$ cat src/rtl/dpwg_pkg.sv
package dpwg_pkg;

    localparam int NUM_REGS     = 16;
    localparam int PACKET_BYTES = 16;

    localparam int REG_W   = 4;
    localparam int BYTE_W  = $clog2(PACKET_BYTES);
    localparam int SLOTS   = NUM_REGS * 2;
    localparam int RAM_AW  = REG_W + 1 + BYTE_W;
    localparam int RAM_DEP = SLOTS * PACKET_BYTES;

    localparam logic [1:0] FUNC_TICK   = 2'd0;
    localparam logic [1:0] FUNC_WRITE  = 2'd1;
    localparam logic [1:0] FUNC_COMMIT = 2'd2;

    localparam logic [1:0] CFG_TRACK_ENABLE = 2'd0;
    localparam logic [1:0] CFG_ONE_HALF     = 2'd1;
    localparam logic [1:0] CFG_ZERO_HALF    = 2'd2;

    typedef enum logic
    {
        ST_IDLE,
        ST_EXEC
    } dpwg_state_t;

    typedef struct packed
    {
        logic             fetch;
        logic             write;
        logic             commit;
        logic [REG_W-1:0] reg_idx;
        logic [3:0]       byte_idx;
        logic [7:0]       byte_value;
        logic [7:0]       bit_count;
        logic [7:0]       repeat_count;
    } dpwg_req_t;

    typedef struct packed
    {
        logic             accepted;
        logic             next_valid;
        logic [REG_W-1:0] cur_reg;
        logic             beyond_end;
        logic [2:0]       bit_sel;
    } dpwg_stat_t;

endpackage

$ cat src/rtl/dpwg_sched.sv
module dpwg_sched import dpwg_pkg::*; (
    input  logic              clk,
    input  logic              rst_n,
    input  logic              go,
    input  dpwg_req_t         req,
    output dpwg_stat_t        stat,
    output logic              ram_we,
    output logic [RAM_AW-1:0] ram_addr,
    output logic [7:0]        ram_wdata
);

    logic [7:0]       cnt_reg [SLOTS];
    logic             act_reg [NUM_REGS];
    logic [REG_W-1:0] cur_reg;
    logic [REG_W-1:0] cur_next;
    logic [REG_W-1:0] nreg_reg;
    logic             nv_reg;
    logic             nv_next;
    logic [REG_W-1:0] max_reg;
    logic [7:0]       rep_reg;
    logic [7:0]       rep_next;
    logic [7:0]       pos_reg;
    logic [7:0]       pos_base;
    logic             beyond_reg;
    logic [2:0]       sel_reg;

    logic             pkt_end;
    logic             swap;
    logic             new_act;
    logic             reg_ok;
    logic             byte_ok;
    logic             write_ok;
    logic             commit_ok;
    logic [RAM_AW-1:0] rd_addr;

    assign reg_ok    = ({1'b0, req.reg_idx} < (REG_W + 1)'(NUM_REGS));
    assign byte_ok   = ({1'b0, req.byte_idx} < 5'(PACKET_BYTES));
    assign write_ok  = req.write && reg_ok && byte_ok;
    assign commit_ok = req.commit && reg_ok && !nv_reg;
    assign pkt_end   = (pos_reg >= cnt_reg[{cur_reg, act_reg[cur_reg]}]);

    always_comb
    begin
        cur_next = cur_reg;
        nv_next  = nv_reg;
        rep_next = rep_reg;
        pos_base = pos_reg;
        swap     = 1'b0;
        if (req.fetch && pkt_end)
        begin
            pos_base = 8'd0;
            if (rep_reg != 8'd0 && cur_reg == '0)
            begin
                rep_next = rep_reg - 8'd1;
            end
            else if (nv_reg)
            begin
                cur_next = nreg_reg;
                nv_next  = 1'b0;
                swap     = 1'b1;
            end
            else if (cur_reg == max_reg)
            begin
                cur_next = REG_W'(1);
            end
            else if (cur_reg == REG_W'(NUM_REGS - 1))
            begin
                cur_next = '0;
            end
            else
            begin
                cur_next = cur_reg + REG_W'(1);
            end
        end
        new_act = swap ? ~act_reg[nreg_reg] : act_reg[cur_next];
        rd_addr = {cur_next, new_act, pos_base[BYTE_W+2:3]};
    end

    // Writes go to the buffer that is not being sent.
    assign ram_we    = go && write_ok;
    assign ram_wdata = req.byte_value;
    assign ram_addr  = req.write ? {req.reg_idx, ~act_reg[req.reg_idx], req.byte_idx[BYTE_W-1:0]}
                                 : rd_addr;

    always_ff @(posedge clk or negedge rst_n)
    begin
        if (!rst_n)
        begin
            for (int i = 0; i < SLOTS; i++)
            begin
                cnt_reg[i] <= 8'd0;
            end
            for (int i = 0; i < NUM_REGS; i++)
            begin
                act_reg[i] <= 1'b0;
            end
            cur_reg    <= '0;
            nreg_reg   <= '0;
            nv_reg     <= 1'b0;
            max_reg    <= '0;
            rep_reg    <= 8'd0;
            pos_reg    <= 8'd0;
            beyond_reg <= 1'b0;
            sel_reg    <= 3'd0;
        end
        else if (go)
        begin
            if (req.fetch)
            begin
                cur_reg    <= cur_next;
                nv_reg     <= nv_next;
                rep_reg    <= rep_next;
                pos_reg    <= pos_base + 8'd1;
                beyond_reg <= ((pos_base >> 3) >= 8'(PACKET_BYTES));
                sel_reg    <= pos_base[2:0];
                if (swap)
                begin
                    act_reg[nreg_reg] <= ~act_reg[nreg_reg];
                end
            end
            if (commit_ok)
            begin
                cnt_reg[{req.reg_idx, ~act_reg[req.reg_idx]}] <= req.bit_count;
                nreg_reg <= req.reg_idx;
                nv_reg   <= 1'b1;
                rep_reg  <= req.repeat_count;
                if (req.reg_idx > max_reg)
                begin
                    max_reg <= req.reg_idx;
                end
            end
        end
    end

    assign stat.accepted   = write_ok || commit_ok;
    assign stat.next_valid = nv_reg;
    assign stat.cur_reg    = cur_reg;
    assign stat.beyond_end = beyond_reg;
    assign stat.bit_sel    = sel_reg;

    a_pending_from_commit: assert property (@(posedge clk) disable iff (!rst_n)
        $rose(nv_reg) |-> $past(go && req.commit))
        else $error("pending flag set without a commit");

    a_swap_clears_pending: assert property (@(posedge clk) disable iff (!rst_n)
        $fell(nv_reg) |-> $past(go && req.fetch) && cur_reg == $past(nreg_reg))
        else $error("pending register not swapped in");

endmodule
$ cat config.mk
export PLATFORM = sky130hd
export DESIGN_NAME = dpwg_sched
export DESIGN_NICKNAME = d
export VERILOG_FILES = /design/src/rtl/dpwg_pkg.sv /design/src/rtl/dpwg_sched.sv
export SDC_FILE = /design/constraint.sdc
export NUM_CORES = 1
export LEC_CHECK = 0
export ABC_AREA = 1
export BUFFER_PORTS_ARGS = -buffer_cell sky130_fd_sc_hd__buf_2
export CAP_MARGIN = 10
export CELL_PAD_IN_SITES_DETAIL_PLACEMENT = 1
export CELL_PAD_IN_SITES_GLOBAL_PLACEMENT = 2
export CORE_AREA = 2 2 207 209
export CTS_BUF_LIST = sky130_fd_sc_hd__clkbuf_16
export DETAILED_ROUTE_END_ITERATION = 7
export DIE_AREA = 0 0 209 211
export MAX_ROUTING_LAYER = met4
export PLACE_DENSITY_LB_ADDON = 0.1
export SYNTH_ARGS = -nofsm -noshare
export SYNTH_HDL_FRONTEND = slang
export SYNTH_SLANG_ARGS = --single-unit
export TNS_END_PERCENT = 100
$ cat constraint.sdc
create_clock -name clk -period 4.5 [get_ports clk]
set_clock_uncertainty 0.1 [all_clocks]
set_input_delay 0.675 -clock clk [delete_from_list [all_inputs] [get_ports clk]]
set_output_delay 0.675 -clock clk [all_outputs]
set_load 0.02 [all_outputs]
==> impl_metrics.sql <==
INSERT INTO impl_metrics (metric_group, metric, value, unit) VALUES
('run_status', 'run_status', 'finished, violations left', ''),
('run_status', 'violated_checks', 'setup timing', ''),
('floorplan', 'dieHeight', '211', 'µm'),
('placement', 'port_buffers', '49', ''),
('synth', 'ys_seq_elements', '305', ''),
('layout', 'combined_area_of_the_multi_input_logic_cells', '8230', 'µm²'),
('sta', 'finalSetupViolations', '31', ''),
('worst_hold_path', 'min-delay-path-class', 'primary input to async pin', ''),
('sta', 'finalHoldViolations', '0', ''),
('synth', 'synthArstFlopShare', '100.0', '%'),
('layout', 'post_route_cells_drive_above_1_share', '27.29', '%'),
('synth', 'syn-cell-area', '15740', 'µm²'),
('power_and_ir_drop', 'lkg_pwr', '9.313', 'nW'),
('setup_path', 'crit_top_cell', 'sky130_fd_sc_hd__nand3_2', ''),
('synth', 'synth_area_leader_cell', 'sky130_fd_sc_hd__dfrtp_1', ''),
('synth', 'synth_warn', '0', ''),
('synth', 'synthesis.instances', '1981', ''),
('setup_path', 'path_class', 'register to output port', ''),
('setup_path', 'worst_ep_required_time', '3.72', 'ns'),
('clock_tree', 'cts_sinks', '305', ''),
('sta', 'min_period', '5.543', 'ns'),
('route', 'drt.antenna.violating_nets', '0', ''),
('grt', 'first_global_vias', '14766', ''),
('clock_tree', 'cts_tree', 'yes', ''),
('synth', 'ys_dominant_reg_cell', 'sky130_fd_sc_hd__dfrtp_1', ''),
('sta', 'final_min_period_over_clock_period', '123.2', '%'),
('setup_path', 'critical_path_peak_fanout', '6', ''),
('floorplan', 'std_cell_rows', '75', ''),
('floorplan', 'fp.dieArea', '44100', 'µm²'),
('layout', 'largest_register_ffs', '256', ''),
('clock_tree', 'cts-hold-fix-buffers', '0', ''),
('route', 'routed-via-count', '14471', ''),
('setup_path', 'reg2reg_depth', '36', ''),
('layout', 'fillerInstances', '4869', ''),
('route', 'via_per_inst', '5.410', ''),
('grt', 'pin_count_of_the_biggest_net_entering_global_routing', '98', ''),
('clock_tree', 'cts_buffer_depth', '3', ''),
('sta', 'worst_slew_pin_slew', '1.003', 'ns'),
('sta', 'timing.hold.ws', '0.06735', 'ns'),
('route', 'drc_violations_left', '0', ''),
('power_and_ir_drop', 'vdd.ir_drop.worst', '0.0003205', 'V'),
('grt', 'antenna_found_initial', '0', ''),
('route', 'drt-pass1-iter-count', '5', ''),
('route', 'routedWlPerCell', '21.91', 'µm'),
('route', 'totalWireLength', '58620', 'µm'),
('floorplan', 'floorplan.core_area', '41760', 'µm²'),
('synth', 'synth_commonest_cells', 'sky130_fd_sc_hd__nand2_1 (643), sky130_fd_sc_hd__dfrtp_1 (305), sky130_fd_sc_hd__nand3_1 (288)', ''),
('clock_tree', 'ctsRootBufferMaster', 'sky130_fd_sc_hd__clkbuf_16', ''),
('floorplan', 'io_pins', '66', ''),
('layout', 'post-route-cell-area', '20380', 'µm²'),
('synth', 'synth.most_common_cell', 'sky130_fd_sc_hd__nand2_1', ''),
('layout', 'layout.nets', '2162', ''),
('sta', 'rsz0062_at_grt', 'true', ''),
('layout', 'insertedDiodeCount', '0', ''),
('clock_tree', 'clk_pin_slew', '0.06', 'ns'),
('grt', 'grt_first_pass_wirelength', '89200', 'µm'),
('layout', 'layout-area-overhead-vs-synth', '29.46', '%'),
('placement', 'dp.final_hpwl', '34150', 'µm'),
('placement', 'placed_cell_area', '16560', 'µm²'),
('sta', 'layout_setup_ws', '-1.043', 'ns'),
('placement', 'final_weighted_congestion_in_routability_driven_placement', '0.8446', ''),
('power_and_ir_drop', 'power.density', '794.7', 'nW/µm²'),
('synth', 'mappedNetlistNets', '2035', ''),
('setup_path', 'timing.critical_path.slowest_stage_cell', 'sky130_fd_sc_hd__dfrtp_2', ''),
('floorplan', 'initial_core_util', '37.70', '%'),
('floorplan', 'dieWidth', '209', 'µm'),
('run', 'timing.max_cap.violations', '0', ''),
('layout', 'sequential_cell_area', '7635', 'µm²'),
('setup_path', 'crit_path_end_kind', 'output port', ''),
('clock_tree', 'cts_made_buffers', '38', ''),
('synth', 'ys_types', '40', '');
==> report_power, final <==
part | leakage (nW) | switching (mW) | internal (mW)
logic | 4.54 | 5.47 | 4.16
registers | 4.16 | 0.371 | 3.18
clock network | 0.614 | 1.27 | 1.75
==> layout make-up <==
type                       count  share of cell area [%]
clock inverter                29                   1.068
clock buffer                  39                   4.788
sequential                   305                   37.46
tap                          539                   3.309
timing repair buffer         219                   10.97
inverter                      90                   1.946
multi-input combinational   1453                   40.38
timing repair inverter         1                 0.07980
==> through the flow <==
step           cells  setup TNS [ns]  power, mW  worst slack [ns]  utilization, %
6_report        2675          -9.676      16.20            -1.043           48.81
5_1_grt         2675          -19.31      17.06            -1.289           48.81
4_1_cts         2644          -6.874      14.95           -0.9572           46.20
3_5_place_dp    2525          -2.683      9.293           -0.6192           39.67
3_3_place_gp    2525          -1.726      9.196           -0.4743           39.67
2_1_floorplan   1981               0      7.147           0.04742               -
==> metal layers <==
layer / vias up / wire (µm) / part of all wire, % / GRT usage (%)
li1: 6834 / - / - / -
met1: 7239 / 26650 / 45 / 35.49
met2: 303 / 28030 / 48 / 43.49
met3: 95 / 2334 / 4.0 / 4.074
met4: 0 / 1602 / 2.7 / 9.606
met5: - / 0 / 0 / -
==> timing repair <==
action	4_1_cts	5_1_grt
resized for setup	179	212
endpoints found under the setup margin	16	46
pin swaps	45	104
cloned	12	7
setup buffers	39	30
==> logic make-up after synthesis <==
| kind of cell | Yosys count | synth area share [%] |
|---|---|---|
| compound gates | 384 | 12.62 |
| flops | 305 | 48.48 |
| simple gates | 1047 | 29.57 |
| buf+inv | 223 | 7.725 |
| xor+xnor | 6 | 0.3338 |
| fa+ha+maj | 16 | 1.272 |
==> cell usage in the layout (no fill, tap or decap), types with 12 or more instances in the layout <==
master                        n
sky130_fd_sc_hd__clkbuf_16   43
sky130_fd_sc_hd__nand3_1    170
sky130_fd_sc_hd__nand2_2     66
sky130_fd_sc_hd__nand3_2    103
sky130_fd_sc_hd__o21ai_1    221
sky130_fd_sc_hd__a21oi_1     19
sky130_fd_sc_hd__nor2_1      35
sky130_fd_sc_hd__inv_1       72
sky130_fd_sc_hd__nand3_4     18
sky130_fd_sc_hd__buf_4      109
sky130_fd_sc_hd__buf_6       35
sky130_fd_sc_hd__o21ai_0     80
sky130_fd_sc_hd__dfrtp_1    303
sky130_fd_sc_hd__nand2_4     29
sky130_fd_sc_hd__clkinv_1    14
sky130_fd_sc_hd__buf_16      13
sky130_fd_sc_hd__nand2_1    584
sky130_fd_sc_hd__inv_2       12
sky130_fd_sc_hd__a21oi_2     13
sky130_fd_sc_hd__buf_2       39
sky130_fd_sc_hd__buf_12      17
sky130_fd_sc_hd__nor2_2      15
sky130_fd_sc_hd__a31oi_1     21
==> worst max-delay path, delay by kind of cell (launching register included) <==
family	cells	cell delay (ns)
AND/OR/NAND/NOR	23	2.07
buffers and inverters	10	1.31
flip-flops	1	0.40
adder cells (fa/ha/maj)	1	0.29
AO/OA/AOI/OAI	1	0.11
==> final timing paths <==
check | from | end | slack [ns]
min in group clk | req[2] | rep_reg[2]$_DFFE_PN0P_ | 0.28
max in group asynchronous | rst_n | cnt_reg[236]$_DFFE_PN0P_ | 3.15
hold / removal | rst_n | act_reg[9]$_DFFE_PN0P_ | 0.07
setup reg to reg | cur_reg[0]$_DFFE_PN0P_ | pos_reg[0]$_DFFE_PN0P_ | -0.48
setup / recovery | cur_reg[0]$_DFFE_PN0P_ | ram_addr[4] | -1.04
hold reg to reg | cnt_reg[245]$_DFFE_PN0P_ | cnt_reg[245]$_DFFE_PN0P_ | 0.39
Power figures use the tool's default switching activity.
